## config.mk

```make
export PLATFORM = sky130hd
export DESIGN_NAME = sorted_bounded_list_table_flat
export DESIGN_NICKNAME = d
export VERILOG_FILES = /design/src/sblt_pkg.sv /design/src/sblt_in_if.sv /design/src/sblt_out_if.sv /design/src/sblt_row_edit.sv /design/src/sorted_bounded_list_table.sv /design/src/flat_wrapper.sv
export VERILOG_INCLUDE_DIRS = /design/src /design/src/src
export SDC_FILE = /design/constraint.sdc
export NUM_CORES = 2
export LEC_CHECK = 0
export BUFFER_PORTS_ARGS = -buffer_cell sky130_fd_sc_hd__buf_2
export CORE_MARGIN = 2
export CORE_UTILIZATION = 23
export CTS_CLUSTER_SIZE = 16
export DETAILED_ROUTE_END_ITERATION = 8
export PLACE_DENSITY = 0.4
export REMOVE_ABC_BUFFERS = 1
export SLEW_MARGIN = 20
export SYNTH_ARGS = -nofsm -noshare
export SYNTH_HDL_FRONTEND = slang
export SYNTH_HIERARCHICAL = 1
export SYNTH_SLANG_ARGS = --single-unit
```

## constraint.sdc

```tcl
create_clock -name i_clk -period 19.1 [get_ports i_clk]
set_input_delay 4.775 -clock i_clk [delete_from_list [all_inputs] [get_ports i_clk]]
set_output_delay 4.775 -clock i_clk [all_outputs]
set_load 0.005 [all_outputs]
```

## src/sorted_bounded_list_table_defines.svh

```systemverilog
// Assertion macros shared by the sorted bounded list table RTL.
`ifndef SORTED_BOUNDED_LIST_TABLE_DEFINES_SVH
`define SORTED_BOUNDED_LIST_TABLE_DEFINES_SVH

// Same-cycle implication, disabled while reset is asserted.
`define SBLT_ASSERT_NOW(label, clk, rst_n, ante, cons, msg) \
    label: assert property (@(posedge clk) disable iff (!(rst_n)) (ante) |-> (cons)) \
        else $error(msg);

// Next-cycle implication, disabled while reset is asserted.
`define SBLT_ASSERT_NEXT(label, clk, rst_n, ante, cons, msg) \
    label: assert property (@(posedge clk) disable iff (!(rst_n)) (ante) |=> (cons)) \
        else $error(msg);

`endif

```

## src/sblt_pkg.sv

```systemverilog
// Types and fixed field widths for the sorted bounded list table.
`timescale 1ns / 1ps
package sblt_pkg;

    localparam int ACTION_W   = 2;
    localparam int LINE_NUM_W = 6;
    localparam int BUS_ID_W   = 16;
    localparam int COUNT_W    = 3;
    localparam int ENTRY_W    = 16;

    typedef enum logic [ACTION_W-1:0] {
        ACT_ADD  = 2'd0,
        ACT_DEL  = 2'd1,
        ACT_LIST = 2'd2,
        ACT_NOP  = 2'd3
    } t_action;

    typedef enum logic [1:0] {
        ST_CLEAR,
        ST_IDLE,
        ST_EXEC,
        ST_EMIT
    } t_state;

    typedef struct packed {
        logic               ok;
        logic               bad_line;
        logic [COUNT_W-1:0] count;
        logic [ENTRY_W-1:0] entry_value;
        logic               entry_valid;
        logic               last;
    } t_result;

endpackage

```

## src/sblt_in_if.sv

```systemverilog
// Request channel of the sorted bounded list table.
`timescale 1ns / 1ps
interface sblt_in_if;
    logic                               valid;
    logic                               ready;
    logic [sblt_pkg::ACTION_W-1:0]      action;
    logic [sblt_pkg::LINE_NUM_W-1:0]    line_number;
    logic [sblt_pkg::BUS_ID_W-1:0]      bus_id;

    modport source (output valid, action, line_number, bus_id, input ready);
    modport sink   (input valid, action, line_number, bus_id, output ready);
endinterface

```

## src/sblt_out_if.sv

```systemverilog
// Result channel of the sorted bounded list table.
`timescale 1ns / 1ps
interface sblt_out_if;
    logic                           valid;
    logic                           ready;
    logic                           ok;
    logic                           bad_line;
    logic [sblt_pkg::COUNT_W-1:0]   count;
    logic [sblt_pkg::ENTRY_W-1:0]   entry_value;
    logic                           entry_valid;
    logic                           last;

    modport source (output valid, ok, bad_line, count, entry_value, entry_valid, last,
                    input ready);
    modport sink   (input valid, ok, bad_line, count, entry_value, entry_valid, last,
                    output ready);
endinterface

```

## src/sblt_row_edit.sv

```systemverilog
// Sorted insert and first-match delete on one line's slots.
`timescale 1ns / 1ps
module sblt_row_edit #(
    parameter int SLOTS   = 5,
    parameter int ID_BITS = 16,
    parameter int CNT_W   = 3
) (
    input  logic [SLOTS-1:0][ID_BITS-1:0] i_row,
    input  logic [CNT_W-1:0]              i_count,
    input  logic [ID_BITS-1:0]            i_id,
    output logic [SLOTS-1:0][ID_BITS-1:0] o_add_row,
    output logic [SLOTS-1:0][ID_BITS-1:0] o_del_row,
    output logic                          o_found
);

    logic [SLOTS-1:0] lt;    // live slot holds a smaller id (a prefix, the list is sorted)
    logic [SLOTS-1:0] eq;    // live slot holds an equal id
    logic [SLOTS-1:0] seen;  // an equal id sits at or below this slot

    always_comb begin
        for (int j = 0; j < SLOTS; j++) begin
            lt[j] = (CNT_W'(j) < i_count) && (i_row[j] < i_id);
            eq[j] = (CNT_W'(j) < i_count) && (i_row[j] == i_id);
        end

        seen[0] = eq[0];
        for (int j = 1; j < SLOTS; j++) begin
            seen[j] = seen[j-1] | eq[j];
        end

        // insert: keep smaller ids, put the new id at the first not-smaller slot, shift up
        o_add_row[0] = lt[0] ? i_row[0] : i_id;
        for (int j = 1; j < SLOTS; j++) begin
            o_add_row[j] = lt[j] ? i_row[j] : (lt[j-1] ? i_id : i_row[j-1]);
        end

        // delete: from the first match upward, take the slot above
        for (int j = 0; j < SLOTS - 1; j++) begin
            o_del_row[j] = seen[j] ? i_row[j+1] : i_row[j];
        end
        o_del_row[SLOTS-1] = i_row[SLOTS-1];

        o_found = seen[SLOTS-1];
    end

endmodule

```

## src/sorted_bounded_list_table.sv

```systemverilog
// Top level of the sorted bounded list table.
`timescale 1ns / 1ps
// Table of NUM_LINES one-based lines, each an ascending list of up to
// SLOTS_PER_LINE identifiers (duplicates allowed).
// i_in carries one request item: action (add, delete, list), line_number, bus_id.
// o_out carries result items: ok, bad_line, count, entry_value, entry_valid, last.
// Add, delete, unknown action and bad line numbers give one result item;
// a list gives one item per stored entry (or one for an empty line), last on the final.
// Each line lives in one row of a single-port-write memory, count beside the slots.
// An accepted item with a valid line reads its row at the accept edge; in ST_EXEC the
// block edits and writes the row back and loads the first result into the output
// register, once that register is free.
// A new item is taken only in ST_IDLE, after the read and write-back of the last one;
// a list emits one entry per cycle from a row copy while o_out.ready does not stall it.
// The next read always follows the write-back, so no forwarding is needed.
// Reset: control state clears, then a clearing pass over all NUM_LINES rows zeroes every
// row's count; i_in.ready stays low during the pass.
// Stall: the output register holds its item while o_out.ready is low, and the block
// waits with the edited row unwritten until the register can take the result.
`include "sorted_bounded_list_table_defines.svh"
module sorted_bounded_list_table #(
    parameter int NUM_LINES      = 32,
    parameter int SLOTS_PER_LINE = 5,
    parameter int ID_BITS        = 16
) (
    input  logic              i_clk,
    input  logic              i_rst_n,
    sblt_in_if.sink           i_in,
    sblt_out_if.source        o_out
);

    localparam int LINE_W  = $clog2(NUM_LINES > 1 ? NUM_LINES : 2);
    localparam int SLOT_W  = $clog2(SLOTS_PER_LINE > 1 ? SLOTS_PER_LINE : 2);
    localparam int CNT_W   = $clog2(SLOTS_PER_LINE + 1);
    localparam int ROW_W   = SLOTS_PER_LINE * ID_BITS;
    localparam int MEM_W   = CNT_W + ROW_W;
    localparam int COUNT_W = sblt_pkg::COUNT_W;
    localparam int ENTRY_W = sblt_pkg::ENTRY_W;

    typedef logic [SLOTS_PER_LINE-1:0][ID_BITS-1:0] t_row;

    // line memory: {count, slots}
    logic [MEM_W-1:0] r_mem [NUM_LINES];
    logic [MEM_W-1:0] r_rdata;

    sblt_pkg::t_state  r_state, n_state;
    logic [LINE_W-1:0] r_clr_idx;

    // item under work
    sblt_pkg::t_action  r_action;
    logic               r_bad;
    logic [LINE_W-1:0]  r_idx;
    logic [ID_BITS-1:0] r_id;

    // list emission
    t_row               r_list_row;
    logic [CNT_W-1:0]   r_list_cnt;
    logic [SLOT_W-1:0]  r_emit_idx, n_emit_idx;
    logic               list_load;

    // output register
    logic               r_out_valid;
    sblt_pkg::t_result  r_out, n_out;
    logic               out_load, out_free;

    // accept side
    logic               in_ready, in_accept, in_bad;
    logic [LINE_W-1:0]  in_idx;

    // memory write port
    logic               mem_we;
    logic [LINE_W-1:0]  wr_idx;
    logic [CNT_W-1:0]   wr_cnt;
    t_row               wr_row;

    // current row
    logic [CNT_W-1:0]   cur_cnt;
    t_row               cur_row;
    t_row               add_row, del_row;
    logic               del_found, full;

    assign in_ready  = (r_state == sblt_pkg::ST_IDLE);
    assign in_accept = i_in.valid && in_ready;
    assign in_bad    = (i_in.line_number == '0) || (32'(i_in.line_number) > NUM_LINES);
    assign in_idx    = LINE_W'(i_in.line_number - 1'b1);
    assign i_in.ready = in_ready;

    assign cur_cnt = r_rdata[MEM_W-1 -: CNT_W];
    assign cur_row = t_row'(r_rdata[ROW_W-1:0]);
    assign full    = (cur_cnt >= CNT_W'(SLOTS_PER_LINE));

    sblt_row_edit #(
        .SLOTS   (SLOTS_PER_LINE),
        .ID_BITS (ID_BITS),
        .CNT_W   (CNT_W)
    ) u_row_edit (
        .i_row     (cur_row),
        .i_count   (cur_cnt),
        .i_id      (r_id),
        .o_add_row (add_row),
        .o_del_row (del_row),
        .o_found   (del_found)
    );

    assign out_free = !r_out_valid || o_out.ready;

    // next state, memory write-back and result formation
    always_comb begin
        n_state    = r_state;
        mem_we     = 1'b0;
        wr_idx     = r_idx;
        wr_cnt     = cur_cnt;
        wr_row     = cur_row;
        out_load   = 1'b0;
        list_load  = 1'b0;
        n_emit_idx = r_emit_idx;
        n_out      = '0;
        n_out.last = 1'b1;

        unique case (r_state)
            sblt_pkg::ST_CLEAR: begin
                mem_we = 1'b1;
                wr_idx = r_clr_idx;
                wr_cnt = '0;
                wr_row = '0;
                if (r_clr_idx == LINE_W'(NUM_LINES - 1)) begin
                    n_state = sblt_pkg::ST_IDLE;
                end
            end
            sblt_pkg::ST_IDLE: begin
                if (in_accept) begin
                    n_state = sblt_pkg::ST_EXEC;
                end
            end
            sblt_pkg::ST_EXEC: begin
                if (r_bad) begin
                    n_out.bad_line = 1'b1;
                end else begin
                    n_out.count = COUNT_W'(cur_cnt);
                    unique case (r_action)
                        sblt_pkg::ACT_ADD: begin
                            if (!full) begin
                                wr_cnt      = cur_cnt + 1'b1;
                                wr_row      = add_row;
                                mem_we      = out_free;
                                n_out.ok    = 1'b1;
                                n_out.count = COUNT_W'(wr_cnt);
                            end
                        end
                        sblt_pkg::ACT_DEL: begin
                            if (del_found) begin
                                wr_cnt      = cur_cnt - 1'b1;
                                wr_row      = del_row;
                                mem_we      = out_free;
                                n_out.ok    = 1'b1;
                                n_out.count = COUNT_W'(wr_cnt);
                            end
                        end
                        sblt_pkg::ACT_LIST: begin
                            n_out.ok = 1'b1;
                            if (cur_cnt != '0) begin
                                n_out.entry_value = ENTRY_W'(cur_row[0]);
                                n_out.entry_valid = 1'b1;
                                n_out.last        = (cur_cnt == CNT_W'(1));
                            end
                        end
                        sblt_pkg::ACT_NOP: begin
                        end
                    endcase
                end
                if (out_free) begin
                    out_load = 1'b1;
                    if (!n_out.last) begin
                        list_load  = 1'b1;
                        n_emit_idx = SLOT_W'(1);
                        n_state    = sblt_pkg::ST_EMIT;
                    end else begin
                        n_state = sblt_pkg::ST_IDLE;
                    end
                end
            end
            sblt_pkg::ST_EMIT: begin
                n_out.ok          = 1'b1;
                n_out.count       = COUNT_W'(r_list_cnt);
                n_out.entry_value = ENTRY_W'(r_list_row[r_emit_idx]);
                n_out.entry_valid = 1'b1;
                n_out.last        = (CNT_W'(r_emit_idx) + CNT_W'(1) == r_list_cnt);
                if (out_free) begin
                    out_load   = 1'b1;
                    n_emit_idx = r_emit_idx + 1'b1;
                    if (n_out.last) begin
                        n_state = sblt_pkg::ST_IDLE;
                    end
                end
            end
        endcase
    end

    always_ff @(posedge i_clk) begin
        if (!i_rst_n) begin
            r_state <= sblt_pkg::ST_CLEAR;
        end else begin
            r_state <= n_state;
        end
    end

    always_ff @(posedge i_clk) begin
        if (!i_rst_n) begin
            r_clr_idx <= '0;
        end else if (r_state == sblt_pkg::ST_CLEAR) begin
            r_clr_idx <= r_clr_idx + 1'b1;
        end
    end

    // line memory: one write, one registered read per cycle
    always_ff @(posedge i_clk) begin
        if (mem_we) begin
            r_mem[wr_idx] <= {wr_cnt, ROW_W'(wr_row)};
        end
    end

    always_ff @(posedge i_clk) begin
        if (in_accept && !in_bad) begin
            r_rdata <= r_mem[in_idx];
        end
    end

    always_ff @(posedge i_clk) begin
        if (in_accept) begin
            r_action <= sblt_pkg::t_action'(i_in.action);
            r_bad    <= in_bad;
            r_idx    <= in_idx;
            r_id     <= ID_BITS'(i_in.bus_id);
        end
        if (list_load) begin
            r_list_row <= cur_row;
            r_list_cnt <= cur_cnt;
        end
        r_emit_idx <= n_emit_idx;
    end

    // output register
    always_ff @(posedge i_clk) begin
        if (!i_rst_n) begin
            r_out_valid <= 1'b0;
        end else if (out_load) begin
            r_out_valid <= 1'b1;
        end else if (o_out.ready) begin
            r_out_valid <= 1'b0;
        end
    end

    always_ff @(posedge i_clk) begin
        if (out_load) begin
            r_out <= n_out;
        end
    end

    assign o_out.valid       = r_out_valid;
    assign o_out.ok          = r_out.ok;
    assign o_out.bad_line    = r_out.bad_line;
    assign o_out.count       = r_out.count;
    assign o_out.entry_value = r_out.entry_value;
    assign o_out.entry_valid = r_out.entry_valid;
    assign o_out.last        = r_out.last;

    `SBLT_ASSERT_NOW(a_bad_no_write, i_clk, i_rst_n, (r_state == sblt_pkg::ST_EXEC) && r_bad, !mem_we, "bad line wrote the memory")
    `SBLT_ASSERT_NOW(a_cnt_bound, i_clk, i_rst_n, mem_we, wr_cnt <= CNT_W'(SLOTS_PER_LINE), "line count over capacity")
    `SBLT_ASSERT_NOW(a_clear_quiet, i_clk, i_rst_n, r_state == sblt_pkg::ST_CLEAR, !r_out_valid && !in_ready, "activity during clearing pass")
    `SBLT_ASSERT_NEXT(a_last_idle, i_clk, i_rst_n, out_load && n_out.last, r_state == sblt_pkg::ST_IDLE, "not idle after final result")

endmodule

```

## src/flat_wrapper.sv

```systemverilog
// flat-port wrapper written by rule: the top's interface ports become plain ports
module sorted_bounded_list_table_flat 
#(
    parameter int NUM_LINES      = 32,
    parameter int SLOTS_PER_LINE = 5,
    parameter int ID_BITS        = 16
)
  (i_clk, i_rst_n, i_in_valid, i_in_action, i_in_line_number, i_in_bus_id, i_in_ready, o_out_valid, o_out_ok, o_out_bad_line, o_out_count, o_out_entry_value, o_out_entry_valid, o_out_last, o_out_ready);
  sblt_in_if i_in_i ();
  sblt_out_if o_out_i ();
  input  logic i_clk;
  input  logic i_rst_n;
  input wire logic [$bits(i_in_i.valid)-1:0] i_in_valid;
  input wire logic [$bits(i_in_i.action)-1:0] i_in_action;
  input wire logic [$bits(i_in_i.line_number)-1:0] i_in_line_number;
  input wire logic [$bits(i_in_i.bus_id)-1:0] i_in_bus_id;
  output wire logic [$bits(i_in_i.ready)-1:0] i_in_ready;
  output wire logic [$bits(o_out_i.valid)-1:0] o_out_valid;
  output wire logic [$bits(o_out_i.ok)-1:0] o_out_ok;
  output wire logic [$bits(o_out_i.bad_line)-1:0] o_out_bad_line;
  output wire logic [$bits(o_out_i.count)-1:0] o_out_count;
  output wire logic [$bits(o_out_i.entry_value)-1:0] o_out_entry_value;
  output wire logic [$bits(o_out_i.entry_valid)-1:0] o_out_entry_valid;
  output wire logic [$bits(o_out_i.last)-1:0] o_out_last;
  input wire logic [$bits(o_out_i.ready)-1:0] o_out_ready;
  assign i_in_i.valid = i_in_valid;
  assign i_in_i.action = i_in_action;
  assign i_in_i.line_number = i_in_line_number;
  assign i_in_i.bus_id = i_in_bus_id;
  assign i_in_ready = i_in_i.ready;
  assign o_out_valid = o_out_i.valid;
  assign o_out_ok = o_out_i.ok;
  assign o_out_bad_line = o_out_i.bad_line;
  assign o_out_count = o_out_i.count;
  assign o_out_entry_value = o_out_i.entry_value;
  assign o_out_entry_valid = o_out_i.entry_valid;
  assign o_out_last = o_out_i.last;
  assign o_out_i.ready = o_out_ready;
  sorted_bounded_list_table #(.NUM_LINES(NUM_LINES), .SLOTS_PER_LINE(SLOTS_PER_LINE), .ID_BITS(ID_BITS)) u_core (.i_clk(i_clk), .i_rst_n(i_rst_n), .i_in(i_in_i), .o_out(o_out_i));
endmodule
```

==> run summary <==
Logic synthesis
- 2872 — count of flip-flops with a built-in enable after synthesis
- sky130_fd_sc_hd__edfxtp_1 — dominant synthesized flop cell
- 5.43% — share of the synthesized area in compound gates (AO/OA/AOI/OAI)
- 20.4 µm² — Avg Synthesized Cell Area
- 0.124% — fraction of synthesized cell area in xor and xnor cells
- 5760 — Post-Synthesis Cells
- 1.00% — adder-cell area share of the yosys netlist
- 73.6% — part of the Yosys area used for sequential elements
- 117000 µm² — Post-Synthesis Cell Area
- 2880 — count of state elements after synthesis
- 78 — synth unique cells
- 0% — Post-synth ARST share
- 2.69% — Post-Synth Simple-Gate Area
- 6 — Warnings, synthesis
- 15.3% — fraction of synthesized area in multiplexers
- multiplexers — main combinational cell family by area after synthesis

Timing
- 0 — final setup fails
- 0 ns — Total Neg Setup Slack
- 0 — Max Slew Vio Count
- 23.3% — worst max-slew margin expressed relative to the limit
- false — unrepaired setup endpoints after global routing
- 9.42 ns — final critical-path required period
- 1.15 ns — worst slew pin tran
- 0 — Hold Violations, Final
- 49.3% — final cycle utilization of the critical path
- 0.0545 ns — clock skew
- 106 MHz — timing-limited maximum frequency

Drt
- 5 — number of detailed-route iterations in the first pass
- 4.77 — DR vias/cell
- 399000 µm — total wirelength of the detailed-routed design
- 0 — count of antenna-violating nets left after detailed routing
- 0 — DRC viols
- 30.8 µm — per-cell routed wire length
- 61794 — total number of vias
- 6661 — count of routing violations after the opening detailed-route iteration

Global routing
- 547000 µm — wire length of the first global-routing pass
- 136 — pin count of the biggest net entering global routing
- 64058 — via count of the first global-routing pass
- 15.0% — global routing usage summed across all routing layers
- 25 — number of antenna violations at the first check in global routing
- 0 — GRT Residual Overflow

Worst setup path
- sky130_fd_sc_hd__buf_4 — Top cell by count, worst path
- 13 — worst reg-to-reg path cell count
- u_core/r_mem[21][14] — Critical R2R Capture
- sky130_fd_sc_hd__ha_4 — Slowest cell on crit path
- buf_8, inv_1, ha_4, buf_4, buf_12, buf_4, mux4_2, nor2b_1, a211oi_1, a2111oi_2 — critical path, cell by cell
- buffers and inverters — top cell family by delay on the critical path
- 19.73 ns — required arrival time at the worst endpoint
- 10.06 ns — arrival time reported for the critical path endpoint
- input pin — Worst setup SP type
- 115 — largest fanout of any net on the critical path
- flip-flop — element type at the critical path end
- 0.84 ns — longest individual stage delay on the worst path
- 5 — CP bufs+invs
- in -> reg — Crit Path Class
- u_core/r_id[15] — RR Startpoint
- 13.13 ns — R2R Setup Slk

Die
- 719 µm — x dimension of the die
- 262 — number of rows created at floorplan
- 23.1% — initial standard-cell utilization of the core
- 53 — I/O pin count
- 719 µm — chip height
- 509000 µm² — Core ar.
- 516000 µm² — die area

Clock network
- 0.06 ns — clk slew on worst S/H paths
- 0 — cts repair resizes
- 0 — post-CTS setup-driven buffer insertion count
- sky130_fd_sc_hd__clkbuf_16 — CTS root buf
- 4 — clk buf depth
- 5 — total number of H-tree levels
- 324 — clock buffers created by TritonCTS
- 2880 — number of clock sinks
- 0.95 ns — insertion delay of the later-clocked pin in the worst-skew pair
- done — CTS tree
- 0 — number of buffers inserted by hold repair at cts

Cells and area
- 17.2% — Layout Area Growth over Synthesis
- 27.1% — fin util
- 86400 µm² — combined flip-flop and latch cell area
- 6090 — number of nets in the layout
- 50688 — filler instances
- 30000 µm² — area of combinational cells with multiple inputs
- 28.4% — share of cells above drive strength 1
- 12960 — non-filler instance count after layout

Outcome
- complete, no violations — run status

Min path
- u_core/r_clr_idx[4] — launch point of the worst hold path
- u_core/r_clr_idx[4] — Hold Path Sink
- reg -> reg — Hold Crit Class
- 2 — cell count of the worst hold path

Power and ir drop
- 42.8 nW — Leakage Power
- 3.47 mW — net switching power figure
- 49.8% — sequential share of power
- 106 nW/µm² — Pwr Density
- 11.2 mW — internal power consumption
- 41.7% — proportion of power drawn by the clock network
- 84.8 µV — VDD IR-drop max
- 8.5% — relative contribution of combinational cells to total power
- 23.7% — Switching Fraction

Placement
- 12374 — Post-Place Cells
- 0.801 — final weighted congestion in routability-driven placement
- 213000 µm — detailed-placement wirelength estimate
- 52 — quantity of I/O buffers inserted on ports

Flow run
- 0 — max capacitance violation total

cell usage in the layout, fill, tap and decap left out, types with 16 or more instances in the layout:
cell type / synthesis / routed
sky130_fd_sc_hd__a2111oi_2: 69 / 71
sky130_fd_sc_hd__a211oi_1: 88 / 88
sky130_fd_sc_hd__a21o_1: 33 / 29
sky130_fd_sc_hd__a21oi_1: 67 / 65
sky130_fd_sc_hd__a221oi_1: 84 / 84
sky130_fd_sc_hd__a22o_1: 16 / 16
sky130_fd_sc_hd__a22oi_1: 44 / 44
sky130_fd_sc_hd__a31oi_1: 148 / 147
sky130_fd_sc_hd__a32oi_1: 39 / 37
sky130_fd_sc_hd__buf_2: 123 / 51
sky130_fd_sc_hd__buf_4: 46 / 233
sky130_fd_sc_hd__bufinv_16: 0 / 27
sky130_fd_sc_hd__clkbuf_1: 217 / 68
sky130_fd_sc_hd__clkbuf_16: 0 / 330
sky130_fd_sc_hd__clkinv_1: 0 / 81
sky130_fd_sc_hd__clkinv_2: 0 / 48
sky130_fd_sc_hd__edfxtp_1: 2872 / 2872
sky130_fd_sc_hd__ha_1: 94 / 91
sky130_fd_sc_hd__inv_1: 78 / 77
sky130_fd_sc_hd__mux2_2: 150 / 150
sky130_fd_sc_hd__mux2i_1: 88 / 88
sky130_fd_sc_hd__mux4_2: 680 / 680
sky130_fd_sc_hd__nand2_1: 94 / 91
sky130_fd_sc_hd__nand4_1: 30 / 30
sky130_fd_sc_hd__nor2_1: 68 / 22
sky130_fd_sc_hd__nor2_4: 0 / 41
sky130_fd_sc_hd__nor2b_1: 184 / 182
sky130_fd_sc_hd__nor4_1: 66 / 66
sky130_fd_sc_hd__o21ai_0: 44 / 42
sky130_fd_sc_hd__o2bb2ai_2: 0 / 19
sky130_fd_sc_hd__o2bb2ai_4: 0 / 26
sky130_fd_sc_hd__o31ai_1: 65 / 64
sky130_fd_sc_hd__or4_1: 48 / 48
flip-flops by register name, summed over array words and instances (netlist names), 2 cells and up:
register and flops:
u_core/r_list_row 80, u_core/r_id 16, u_core/r_emit_idx 3, u_core/r_state 2, u_core/r_mem 2656, u_core/r_action 2, u_core/r_rdata 83, u_core/r_clr_idx 5
u_core/o_out.entry_value 16, u_core/r_list_cnt 3, u_core/o_out.count 3, u_core/r_idx 5
layer usage:
metal / vias to the layer above / global-route usage, % / routed length, µm
met5: - / 0 / 84
met4: 16 / 2.77 / 7130
met3: 449 / 2.38 / 21500
met2: 1930 / 24.5 / 189000
met1: 34427 / 21.2 / 181000
li1: 24972 / - / -
tightest hold or removal path, stage by stage (launching register included):
cell and delay, ns:
sky130_fd_sc_hd__dfxtp_1 0.34, sky130_fd_sc_hd__mux2i_1 0.13, sky130_fd_sc_hd__nor2_1 0.05
synth_stat cells, drive strengths merged (47+ instances only):
cell | instances | area share [%]
mux2i | 88 | 0.75
a31oi | 148 | 0.79
a211oi | 89 | 0.57
clkbuf | 219 | 0.70
buf | 197 | 0.92
a221oi | 84 | 0.63
a21oi | 67 | 0.29
nor2b | 184 | 0.98
ha | 94 | 1.0
or4 | 48 | 0.31
edfxtp | 2872 | 73
nor2 | 68 | 0.22
nor4 | 68 | 0.38
mux2 | 159 | 1.5
nand2 | 95 | 0.31
a2111oi | 84 | 1.0
o31ai | 65 | 0.42
mux4 | 680 | 13
o21ai | 47 | 0.20
inv | 78 | 0.25
cell type report:
type / instances / share of cell area, %
Sequential cell: 2880 / 62.8
Tap cell: 6732 / 6.12
Clock inverter: 187 / 1.25
Clock buffer: 398 / 6.19
Multi-Input combinational cell: 2386 / 21.8
Inverter: 78 / 0.213
Antenna cell: 1 / 0.00182
Timing Repair Buffer: 298 / 1.65
worst max path at each step:
stage | from | to | slack [ns] | depth (start not counted)
finish | i_in_line_number[0] | u_core/r_rdata[53] | 9.68 | 10
global route | i_in_line_number[0] | u_core/r_rdata[78] | 9.11 | 10
CTS | i_in_line_number[0] | u_core/r_rdata[78] | 9.52 | 10
detailed placement | i_in_line_number[0] | u_core/r_rdata[78] | 8.50 | 10
global placement | i_in_line_number[0] | u_core/r_rdata[78] | 8.42 | 10
floorplan | i_in_line_number[0] | u_core/r_rdata[10] | -2.34 | 6
metrics by stage:
step	instance area, µm²	hold WS, ns	setup WS (ns)	power (mW)
after floorplan	116000	0.496	-2.34	8.45
after global placement	127000	0.532	8.42	8.67
after detailed placement	127000	0.549	8.50	8.69
after CTS	137000	0.561	9.52	14.8
after global routing	138000	0.582	9.11	15.1
final	138000	0.569	9.68	14.7
power by group through the flow:
stage | Combinational, mW | Clock (mW) | Sequential, mW
global route | 1.33 | 6.50 | 7.30
global placement | 1.26 | 0 | 7.41
floorplan | 1.03 | 0 | 7.42
CTS | 1.27 | 6.26 | 7.29
detailed placement | 1.27 | 0 | 7.42
finish | 1.25 | 6.11 | 7.29
cells by family after synthesis:
| group | after synthesis |
|---|---|
| mux | 927 |
| xor+xnor | 14 |
| buf+inv | 494 |
| simple gates | 552 |
| fa+ha+maj | 94 |
| compound gates | 799 |
| flops | 2880 |
(Power assumes the default switching activity.)
